`config.mk`:
```
export PLATFORM = sky130hd
export DESIGN_NAME = bse_mul
export DESIGN_NICKNAME = d
export VERILOG_FILES = /design/src/hdl/bse_pkg.sv /design/src/hdl/bse_mul.sv
export SDC_FILE = /design/constraint.sdc
export NUM_CORES = 2
export LEC_CHECK = 0
export BUFFER_PORTS_ARGS = -buffer_cell sky130_fd_sc_hd__buf_2
export CAP_MARGIN = 0
export CORE_ASPECT_RATIO = 1.25
export CORE_MARGIN = 5
export CORE_UTILIZATION = 47
export DETAILED_ROUTE_END_ITERATION = 8
export PLACE_DENSITY_LB_ADDON = 0.3
export SYNTH_ARGS = -nofsm -noshare
export SYNTH_HDL_FRONTEND = slang
export SYNTH_SLANG_ARGS = --single-unit
```
`constraint.sdc`:
```
create_clock -name clk -period 12.48 [get_ports clk]
set_clock_uncertainty 0.1 [all_clocks]
set_input_delay 3.12 -clock clk [delete_from_list [all_inputs] [get_ports clk]]
set_output_delay 3.12 -clock clk [all_outputs]
set_load 0.005 [all_outputs]
```
`src/hdl/bse_pkg.sv`:
```
package bse_pkg;

  // Patch geometry and store
  localparam int MAX_DEGREE = 4;
  localparam int DIM        = MAX_DEGREE + 1;
  localparam int GRID_N     = DIM * DIM;
  localparam int ADDR_W     = $clog2(GRID_N);
  localparam int IDX_W      = 3;
  localparam int DEG_W      = 3;

  // Number formats
  localparam int COORD_W   = 32;
  localparam int DERIV_W   = COORD_W + 8;
  localparam int FRAC_BITS = 16;
  localparam int PARAM_W   = FRAC_BITS + 1;
  localparam int PT_W      = 3 * COORD_W;

  // Shared multiplier: unsigned weight times signed value
  localparam int WGT_W  = FRAC_BITS + 3;
  localparam int DIFF_W = COORD_W + 1;
  localparam int MB_W   = DIFF_W + 1;
  localparam int MA_W   = WGT_W + 1;
  localparam int PROD_W = MA_W + MB_W;
  localparam int RND_W  = PROD_W - FRAC_BITS;
  localparam int ACC_W  = COORD_W + 24;

  // Configuration port
  localparam int CFG_ADDR_W = 3;
  localparam int CFG_DATA_W = 32;

  localparam logic [PARAM_W-1:0] ONE_Q = PARAM_W'(1) << FRAC_BITS;

  // Request codes
  localparam logic CMD_WRITE = 1'b0;
  localparam logic CMD_EVAL  = 1'b1;

  // Register indexes
  localparam logic REG_U_DEGREE = 1'b0;
  localparam logic REG_V_DEGREE = 1'b1;

  // Control point store write port
  typedef struct packed {
    logic              en;
    logic [ADDR_W-1:0] addr;
    logic [PT_W-1:0]   data;
  } bse_wr_t;

  // Binomial coefficient C(n,i) for n up to four
  function automatic logic [2:0] binom(input logic [2:0] n, input logic [2:0] i);
    logic [2:0] c;
    case ({n, i}) inside
      6'o00, 6'o10, 6'o11, 6'o20, 6'o22,
      6'o30, 6'o33, 6'o40, 6'o44:          c = 3'd1;
      6'o21:                               c = 3'd2;
      6'o31, 6'o32:                        c = 3'd3;
      6'o41, 6'o43:                        c = 3'd4;
      6'o42:                               c = 3'd6;
      default:                             c = 3'd0;
    endcase
    return c;
  endfunction

  // Row-major store address, row along v, column along u
  function automatic logic [ADDR_W-1:0] grid_addr(input logic [IDX_W-1:0] row,
                                                  input logic [IDX_W-1:0] col);
    return ADDR_W'(row) * ADDR_W'(DIM) + ADDR_W'(col);
  endfunction

endpackage

```
`src/hdl/bse_mul.sv`:
```
module bse_mul import bse_pkg::*; (
  input  logic                     clk,
  input  logic [WGT_W-1:0]         op_a,
  input  logic signed [MB_W-1:0]   op_b,
  output logic signed [RND_W-1:0]  rnd
);

  localparam logic signed [PROD_W-1:0] HALF = PROD_W'(1) << (FRAC_BITS - 1);

  logic signed [PROD_W-1:0] prod_r;
  logic signed [PROD_W-1:0] sum;

  // Registered product
  always_ff @(posedge clk) begin
    prod_r <= $signed({1'b0, op_a}) * op_b;
  end

  // Round half up back to the fraction format
  assign sum = prod_r + HALF;
  assign rnd = sum[PROD_W-1:FRAC_BITS];

endmodule

```
==> summary.md <==
| Metric | Value |
|---|---|
| Outcome | `finished, final reports clean` |
| Initial Util | `47.6%` |
| Worst Hold Path EP | `prod_r[15]` |
| Seq/Total Area, Yosys | `3.24%` |
| Library cells used by synthesis | `61` |
| Clock Pin Slew Worst Setup and Hold Paths | `0.05 ns` |
| Synth Register Bits | `39` |
| Post-Route WL | `66,300 um` |
| Syn Area/Cell | `8.99 sq um` |
| Clk buf depth | `2` |
| Crit. Startpoint | `op_a[2]` |
| Endpoints failing setup | `0` |
| Initial antenna violation count | `3` |
| Die Wd | `approximately 210 um` |
| Post-route cell area | `25,100 sq um` |
| Dpl cell area | `24,900 sq um` |
| Die Height | `around 260 um` |
| Initial DRC Count | `955` |
| DRC | `0` |
| Synth warn | `0` |
| Synth cell count leaders | `inv_1 (710), fa_1 (636), nand2_1 (372)` |
| P&R area growth vs syn | `4.17%` |
| Worst Path Class, Setup | `input pin to register` |
| Vias in the first global route | `roughly 20,000` |
| Slew at the pin closest to its max-slew limit | `1.04 ns` |
| Die area | `55,900 sq um` |
| IO buf count | `roughly 90` |
| Slew Limit Fails | `0` |
| CTS Sinks | `39` |
| Worst slew margin | `31.0%` |
| Crit share post-route | `between 80 and 90%` |
| RSZ-0062 raised after global routing | `false` |
| Share of cells above drive strength 1 | `4.44%` |
| Largest regs | `prod_r: 39 flops` |
| Final nets | `around 3,500` |
| Crit-path leading delay family | `adder cells` |
| Fmax | `0.0952 GHz` |
| Final core occ | `49.6%` |
| Syn_nets | `3,503` |
| CP required | `about 13 ns` |
| Final setup margin | `1.97 ns` |
| Clock root buffer | `clkbuf_16` |
| Routed length per instance | `20.0 um` |
| Synth Flop Type | `dfxtp_1` |
| I/O pins | `92` |
| Vias post-DR | `about 18,000` |
| Count leader, synth | `inv_1` |
| Total grt overflow | `0` |
| Site Rows | `92` |
| Fin crit period | `10.51 ns` |
| Fillers | `4,819` |
| Area leader, netlist | `fa_1` |
| Maxcap violations | `0` |
| Largest net degree at the start of global routing | `35` |
| HP Start | `op_b[0]` |
| Dpl ws | `1.69 ns` |
| Worst hold path class | `input pin to register` |
| Largest register FFs | `39` |
| Gpl congestion | `~0.9` |
| Most common cell on crit path | `fa_1` |
| CP arrival | `10.56 ns` |
| Hold path depth | `6` |
| Worst Path Max Fanout | `34` |
| Synth Cell Area | `24,100 sq um` |
| Reg with most FFs | `prod_r` |
| First-pass GRT wire length | `about 110,000 um` |
| EDFF count, synth | `0` |
| Worst Path Buf+Inv | `6` |
| Setup bufs post-CTS | `0` |
| H-tree levels | `2` |
| Worst-path cell chain | `buf_2 -> nand2_1 -> fa_1 -> inv_1 -> fa_1 -> fa_1 -> inv_1 -> fa_1 -> inv_1 -> fa_1 -> fa_1 -> inv_1 -> fa_1 -> inv_1 -> ha_1 -> and3_1 -> and2_1 -> a221o_1 -> or2_1 -> o31a_1 -> o31a_4 -> a211oi_4 -> o31ai_1 -> xor2_1` |
| Synth area leaders | `fa_1 (53%), inv_1 (11%), and2_1 (8.4%), ha_1 (7.1%), nand2_1 (5.8%)` |
| Startpoint class of the critical path | `input pin` |
| Hold Buf Count CTS | `0` |
| Detailed placer's ending HPWL | `between 50,000 and 60,000 um` |
| Routed vias/inst | `about 5.4` |
| CTS tree | `built` |
| Async S/R FF share, synth | `0%` |
| Worst path max stage delay | `slightly above 0.8 ns` |
| DR pass1 iterations | `5` |
| Post-CTS Resized | `0` |
| Hold Violations, Final | `0` |
| CTS Buf Count | `5` |
| Slowest CP cell | `fa_1` |
| Critical path capture point type | `register` |
| Top cell type's share of synthesized area | `52.9%` |
| Core area | `50,500 sq um` |
| Total track usage | `24.8%` |
| Setup TNS | `0 ns` |
| Post-route ant nets | `0` |
| Mapped Cells | `2,676` |
-- placed cells by master, fill, tap and decap left out, types with 17 or more instances in the layout --
cell / n
ha_1: 137
buf_2: 91
dfxtp_1: 39
inv_1: 710
a21o_1: 17
xor2_1: 25
xnor2_1: 59
a21oi_1: 42
nor2_1: 35
nand3_1: 24
and2_1: 322
nand2_1: 372
fa_1: 636
-- cell families after synthesis --
kind of cell / Yosys count / share of synthesized area (%)
AND/OR/NAND/NOR: 816 / 16.9
buffers and inverters: 831 / 13.0
adder cells (fa/ha/maj): 773 / 60.0
XOR/XNOR: 84 / 3.06
AO/OA/AOI/OAI: 133 / 3.79
flip-flops: 39 / 3.24
-- cell type report --
cell class / count / area, sq um / area share [%]
multi-input cells: 1806 / 20200 / 80.4
inverters: 710 / 2670 / 10.6
well taps: 658 / 823 / 3.28
clock buffers: 7 / 133 / 0.529
flip-flops and latches: 39 / 781 / 3.11
diodes: 3 / 7.51 / 0.0299
repair buffers: 96 / 493 / 1.97
clock inverters: 1 / 5.00 / 0.0200
-- stage by stage --
| step | hold slack (ns) | std cells |
|---|---|---|
| 6_report | 3.63 | 3320 |
| 5_1_grt | 3.73 | 3318 |
| 4_1_cts | 3.62 | 3317 |
| 3_5_place_dp | 3.55 | 3309 |
| 3_3_place_gp | 3.55 | 3309 |
| 2_1_floorplan | 3.39 | 2676 |
-- how the worst max path moves through the flow --
stage / to / cells after the start / slack (ns)
finish: prod_r[52] / 24 / 1.97
global route: prod_r[52] / 24 / 1.62
CTS: prod_r[52] / 24 / 1.99
detailed placement: prod_r[52] / 24 / 1.69
global placement: prod_r[52] / 24 / 1.87
floorplan: prod_r[52] / 26 / 2.26
-- layer usage --
| metal | vias up | share of wire [%] | track usage (%) |
|---|---|---|---|
| met1 | 9337 | 35 | 27.5 |
| li1 | 7609 | - | - |
| met3 | 231 | 4.6 | 2.63 |
| met4 | 0 | 7.4 | 14.1 |
| met5 | - | 0 | 0 |
| met2 | 609 | 53 | 45.6 |
Power is not shown: default switching activity piles up to over one toggle a cycle in this logic, so the estimate is an artifact.
