### config.mk
export PLATFORM = sky130hd
export DESIGN_NAME = bse_store
export DESIGN_NICKNAME = d
export VERILOG_FILES = /design/src/hdl/bse_pkg.sv /design/src/hdl/bse_store.sv
export SDC_FILE = /design/constraint.sdc
export NUM_CORES = 2
export LEC_CHECK = 0
export BUFFER_PORTS_ARGS = -buffer_cell sky130_fd_sc_hd__buf_2
export CAP_MARGIN = 0
export CORE_AREA = 10 10 656 336
export CTS_CLUSTER_DIAMETER = 200
export DETAILED_ROUTE_END_ITERATION = 16
export DIE_AREA = 0 0 666 346
export GPL_ROUTABILITY_DRIVEN = 0
export HOLD_SLACK_MARGIN = 0.15
export PLACE_DENSITY = 0.66
export SLEW_MARGIN = 20
export SYNTH_ARGS = -nofsm -noshare
export SYNTH_HDL_FRONTEND = slang
export SYNTH_SLANG_ARGS = --single-unit
### constraint.sdc
create_clock -name clk -period 8.85 [get_ports clk]
set_input_delay 1.3275 -clock clk [delete_from_list [all_inputs] [get_ports clk]]
set_output_delay 1.3275 -clock clk [all_outputs]
set_load 0.05 [all_outputs]
### src/hdl/bse_pkg.sv
package bse_pkg;

  // Patch geometry and store
  localparam int MAX_DEGREE = 4;
  localparam int DIM        = MAX_DEGREE + 1;
  localparam int GRID_N     = DIM * DIM;
  localparam int ADDR_W     = $clog2(GRID_N);
  localparam int IDX_W      = 3;
  localparam int DEG_W      = 3;

  // Number formats
  localparam int COORD_W   = 32;
  localparam int DERIV_W   = COORD_W + 8;
  localparam int FRAC_BITS = 16;
  localparam int PARAM_W   = FRAC_BITS + 1;
  localparam int PT_W      = 3 * COORD_W;

  // Shared multiplier: unsigned weight times signed value
  localparam int WGT_W  = FRAC_BITS + 3;
  localparam int DIFF_W = COORD_W + 1;
  localparam int MB_W   = DIFF_W + 1;
  localparam int MA_W   = WGT_W + 1;
  localparam int PROD_W = MA_W + MB_W;
  localparam int RND_W  = PROD_W - FRAC_BITS;
  localparam int ACC_W  = COORD_W + 24;

  // Configuration port
  localparam int CFG_ADDR_W = 3;
  localparam int CFG_DATA_W = 32;

  localparam logic [PARAM_W-1:0] ONE_Q = PARAM_W'(1) << FRAC_BITS;

  // Request codes
  localparam logic CMD_WRITE = 1'b0;
  localparam logic CMD_EVAL  = 1'b1;

  // Register indexes
  localparam logic REG_U_DEGREE = 1'b0;
  localparam logic REG_V_DEGREE = 1'b1;

  // Control point store write port
  typedef struct packed {
    logic              en;
    logic [ADDR_W-1:0] addr;
    logic [PT_W-1:0]   data;
  } bse_wr_t;

  // Binomial coefficient C(n,i) for n up to four
  function automatic logic [2:0] binom(input logic [2:0] n, input logic [2:0] i);
    logic [2:0] c;
    case ({n, i}) inside
      6'o00, 6'o10, 6'o11, 6'o20, 6'o22,
      6'o30, 6'o33, 6'o40, 6'o44:          c = 3'd1;
      6'o21:                               c = 3'd2;
      6'o31, 6'o32:                        c = 3'd3;
      6'o41, 6'o43:                        c = 3'd4;
      6'o42:                               c = 3'd6;
      default:                             c = 3'd0;
    endcase
    return c;
  endfunction

  // Row-major store address, row along v, column along u
  function automatic logic [ADDR_W-1:0] grid_addr(input logic [IDX_W-1:0] row,
                                                  input logic [IDX_W-1:0] col);
    return ADDR_W'(row) * ADDR_W'(DIM) + ADDR_W'(col);
  endfunction

endpackage

### src/hdl/bse_store.sv
module bse_store import bse_pkg::*; (
  input  logic              clk,
  input  logic              rst_n,
  input  logic              clr,
  input  bse_wr_t           wr,
  input  logic [ADDR_W-1:0] rd_addr,
  output logic [PT_W-1:0]   rd_data
);

  logic [PT_W-1:0]   mem_r [GRID_N];
  logic [GRID_N-1:0] vld_r;
  logic [PT_W-1:0]   q_r;
  logic              hit_r;

  // Point memory, registered read
  always_ff @(posedge clk) begin
    if (wr.en) begin
      mem_r[wr.addr] <= wr.data;
    end
    q_r <= mem_r[rd_addr];
  end

  // Per-entry valid bits; an unwritten entry reads as zero
  always_ff @(posedge clk) begin
    if (!rst_n || clr) begin
      vld_r <= '0;
    end else if (wr.en) begin
      vld_r[wr.addr] <= 1'b1;
    end
    hit_r <= (rd_addr < ADDR_W'(GRID_N)) && vld_r[rd_addr];
  end

  assign rd_data = hit_r ? q_r : '0;

endmodule

==> flow_results.org <==
** Timing
- Min setup slack post-route :: ~4.5 ns
- Setup violations remaining at the end of the flow were counted as 0.
- Setup repair after global routing left no endpoint under its margin.
- Slew at the pin with the worst max-slew slack :: 1.18 ns
- In the finished design, the share of the clock period the worst path needs comes to 0.494.
- The count of pins over their slew limit came to 0.
- Hold is met by 0.467 ns.
- The worst path needs around 4.4 ns of the cycle, external delays included.
- The final hold violation count came to 0.
- After routing, the total negative slack on setup checks comes to 0 ns.
- Slew headroom :: 0.210
- Setup Skew :: between 0.02 and 0.03 ns
- Peak clock frequency supported by timing :: approximately 230 MHz

** Finish
- Fill cells in the final layout number 16400.
- Net count reported at finish :: 4437
- Compared with the post-synthesis result, the final layout area differs by 11.7%.
- Across the whole layout, storage elements account for 0.0745 mm².
- Footprint of the multi-input gates :: about 0.018 mm²
- Share of post-route cells with drive strength above 1 :: 0.262

** Floorplanning
- Die width :: 666 µm
- between 200 and 250 I/O pins were placed.
- Area of the die :: about 0.23 mm²
- Vertical die dimension :: 346 µm
- For this configuration, the core starts out at a cell density of 0.447.
- The region available for standard cell placement spans 0.209 mm².
- Row cnt :: roughly 120

** Min path
- Kind of path behind the tightest hold check :: flop to flop

** Detailed routing
- After detailed routing, the wire length on met1 is ~99 mm.
- The count of nets left with antenna violations once routing finished came out at 0.
- Wire length reported by the detailed router :: between 200 and 250 mm
- Detailed Route Iter0 Violations :: just over 6000
- Via-to-Cell Ratio :: around 6.1
- DRT Pass-1 Iters :: 5
- Wire length per cell :: between 30 and 40 µm
- Routed via count :: about 45000
- For this run, design rule violations remaining after detail routing come to 0.
- Met3 routed wirelength :: ~26 mm
- After detailed routing, the met2 layer carries roughly 110 mm of wire.
- Signal routing reaches up to met5.

** Logic synthesis
- Fraction of synthesized cell area taken by the top area cell type :: 0.771
- For this run, asynchronously set or reset flops after synthesis account for 0.
- In this run, distinct cell masters in the synthesized netlist total 33.
- In this run, synthesis produced a sequential element count of between 2000 and 3000.
- Mean area per synthesized cell :: around 23 µm²
- Most common flop cell mapped by yosys :: sky130_fd_sc_hd__edfxtp_1
- Biggest area contributors in the synthesized netlist :: sky130_fd_sc_hd__edfxtp_1 77%, sky130_fd_sc_hd__mux4_2 13%, sky130_fd_sc_hd__dfxtp_1 2.6%
- The share of the Yosys chip area taken by registers is 0.798.
- Post-synth EDFFs :: between 2000 and 2500
- Synthesis produced a netlist whose cell count is ~4000.
- Of all cell types, the one taking the most synthesized area is sky130_fd_sc_hd__edfxtp_1.
- Post-synthesis instance area :: around 0.093 mm²
- Syn Nets :: 4172
- Number of synthesis warnings :: 0

** CTS
- In this run, CTS created clock tree buffers numbering a little over 200.
- Clock-pin slew was measured on the worst setup and hold paths at 0.07 ns.
- For the worst-skew pair, the clock arrives at the later sink with an insertion delay of between 0.8 and 0.9 ns.
- The clock passes through at most 4 buffers.
- In this run, post-CTS hold repair placed 0 buffers.
- CTS HTree Levels :: 4
- Cell at the root of the clock tree :: sky130_fd_sc_hd__clkbuf_16
- Resize count post-CTS :: 0
- Number of sinks handled by clock tree synthesis :: approximately 2500
- Clock tree from TritonCTS :: built
- Number of buffers inserted to repair setup after CTS :: 0

** Setup path
- The largest individual stage delay along the critical path comes from the cell sky130_fd_sc_hd__buf_4.
- Cell-by-cell trace of the critical path :: buf_4 -> and2_1 -> buf_2
- Biggest fanout along the worst timing path :: 64
- STA puts the critical path data arrival time at about 3.1 ns.
- Element type at the critical path end :: output port
- Data required time at the worst endpoint :: between 7 and 8 ns
- Maximum single-stage delay on the critical path :: approximately 0.74 ns
- The setup path with the least slack is of type flop to output port.
- Kind of start point of the critical path :: flop

** Global routing
- The first global-routing pass estimated ~340 mm of wire.
- For this run the aggregate overflow at the end of global routing stands at 0.
- The via count of the first global-routing pass was around 45000.
- All-layer global routing usage :: 0.203
- Number of antenna violations at the first check in global routing :: between 40 and 50
- Entering global routing, the biggest net connects approximately 120 pins.

** Pwr
- In this run the static leakage power is ~32 nW.
- Pwr Density :: around 220 mW/mm²
- Total power after layout :: between 20 and 25 mW
- Worst ir drop on vdd :: between 0.15 and 0.2 mV

** Place
- Port buffering added a little over 200 buffers.
- Placed wire-length estimate :: 120 mm
- Timing analysis after detailed placement gives a worst setup slack of approximately 4.3 ns.

** Run
- Total of max-cap violations :: 0

** Status
- Outcome :: complete, no violations
[routing by layer]
metal	vias to the layer above	track usage
met3	379	0.0503
met4	8	0.0459
li1	17900	-
met1	23900	0.304
met5	-	0
met2	2571	0.301
[path summary, 6_finish.rpt]
kind,startpoint,slack (ns),end,depth (start not counted)
max reg2reg,mem_r[23][73]$_DFFE_PP_,7.26,q_r[73]$_DFF_P_,3
min,vld_r[9]$_SDFFE_PP0P_,0.47,vld_r[9]$_SDFFE_PP0P_,1
max,hit_r$_DFF_P_,4.48,rd_data[90],3
min reg2reg,vld_r[9]$_SDFFE_PP0P_,0.47,vld_r[9]$_SDFFE_PP0P_,1
[area by class of cell]
type | count | area share
diodes | 21 | 0.000504
clock buffers | 281 | 0.0544
clock inverters | 88 | 0.00765
inverters | 1 | 0.0000839
multi-input cells | 1302 | 0.171
flip-flops and latches | 2522 | 0.714
well taps | 2783 | 0.0334
repair buffers | 295 | 0.0192
[synthesized netlist by cell type, types with 30 or more instances]
cell / number
sky130_fd_sc_hd__a22oi_1: 162
sky130_fd_sc_hd__buf_2: 77
sky130_fd_sc_hd__mux4_2: 552
sky130_fd_sc_hd__clkbuf_1: 86
sky130_fd_sc_hd__buf_6: 38
sky130_fd_sc_hd__a221oi_1: 30
sky130_fd_sc_hd__mux2i_1: 61
sky130_fd_sc_hd__edfxtp_1: 2400
sky130_fd_sc_hd__dfxtp_1: 122
sky130_fd_sc_hd__and2_1: 97
sky130_fd_sc_hd__o22ai_1: 96
sky130_fd_sc_hd__o21ai_0: 123
sky130_fd_sc_hd__o211ai_1: 97
[where the power goes]
| part | internal (mW) | switching (mW) |
|---|---|---|
| registers | 13.2 | 0.0753 |
| logic | 0.364 | 0.631 |
| clock network | 4.90 | 4.15 |
[flip-flops by register name, indices dropped and copies added, names as in the netlist]
register / flops
mem_r: 2400
q_r: 96
hit_r: 1
vld_r: 25
[cell families after synthesis]
family	after synthesis	synth area share
flip-flops	2522	0.798
buffers and inverters	238	0.0143
multiplexers	613	0.140
AND/OR/NAND/NOR	150	0.00950
AO/OA/AOI/OAI	539	0.0390
[placed cells by master, fill, tap and decap left out, types with 7 or more instances in the layout]
cell	instances
sky130_fd_sc_hd__a22oi_1	162
sky130_fd_sc_hd__dfxtp_1	121
sky130_fd_sc_hd__buf_4	68
sky130_fd_sc_hd__buf_2	201
sky130_fd_sc_hd__diode_2	21
sky130_fd_sc_hd__mux4_2	552
sky130_fd_sc_hd__clkbuf_8	13
sky130_fd_sc_hd__o211ai_1	97
sky130_fd_sc_hd__and2_1	96
sky130_fd_sc_hd__nor2_4	25
sky130_fd_sc_hd__clkinv_1	23
sky130_fd_sc_hd__o21ai_0	123
sky130_fd_sc_hd__clkinv_2	41
sky130_fd_sc_hd__buf_12	19
sky130_fd_sc_hd__mux2i_1	61
sky130_fd_sc_hd__clkbuf_16	211
sky130_fd_sc_hd__clkinvlp_4	7
sky130_fd_sc_hd__edfxtp_1	2400
sky130_fd_sc_hd__a221oi_1	30
sky130_fd_sc_hd__o22ai_1	96
sky130_fd_sc_hd__clkbuf_1	57
sky130_fd_sc_hd__o21a_1	25
sky130_fd_sc_hd__bufinv_16	14
[per-stage QoR]
step,cells,instance area [µm²],util
floorplan,4062,93400,-
global placement,6899,97700,0.467
detailed placement,6900,97700,0.468
CTS,7269,104000,0.499
global route,7285,104000,0.499
finish,7293,104000,0.499
[worst max-delay path, delay by kind of cell (launching register included)]
kind,cells,cell delay [ns]
buffers and inverters,2,1.06
and+or+nand+nor,1,0.39
DFF,1,0.67
(Power assumes the default switching activity.)
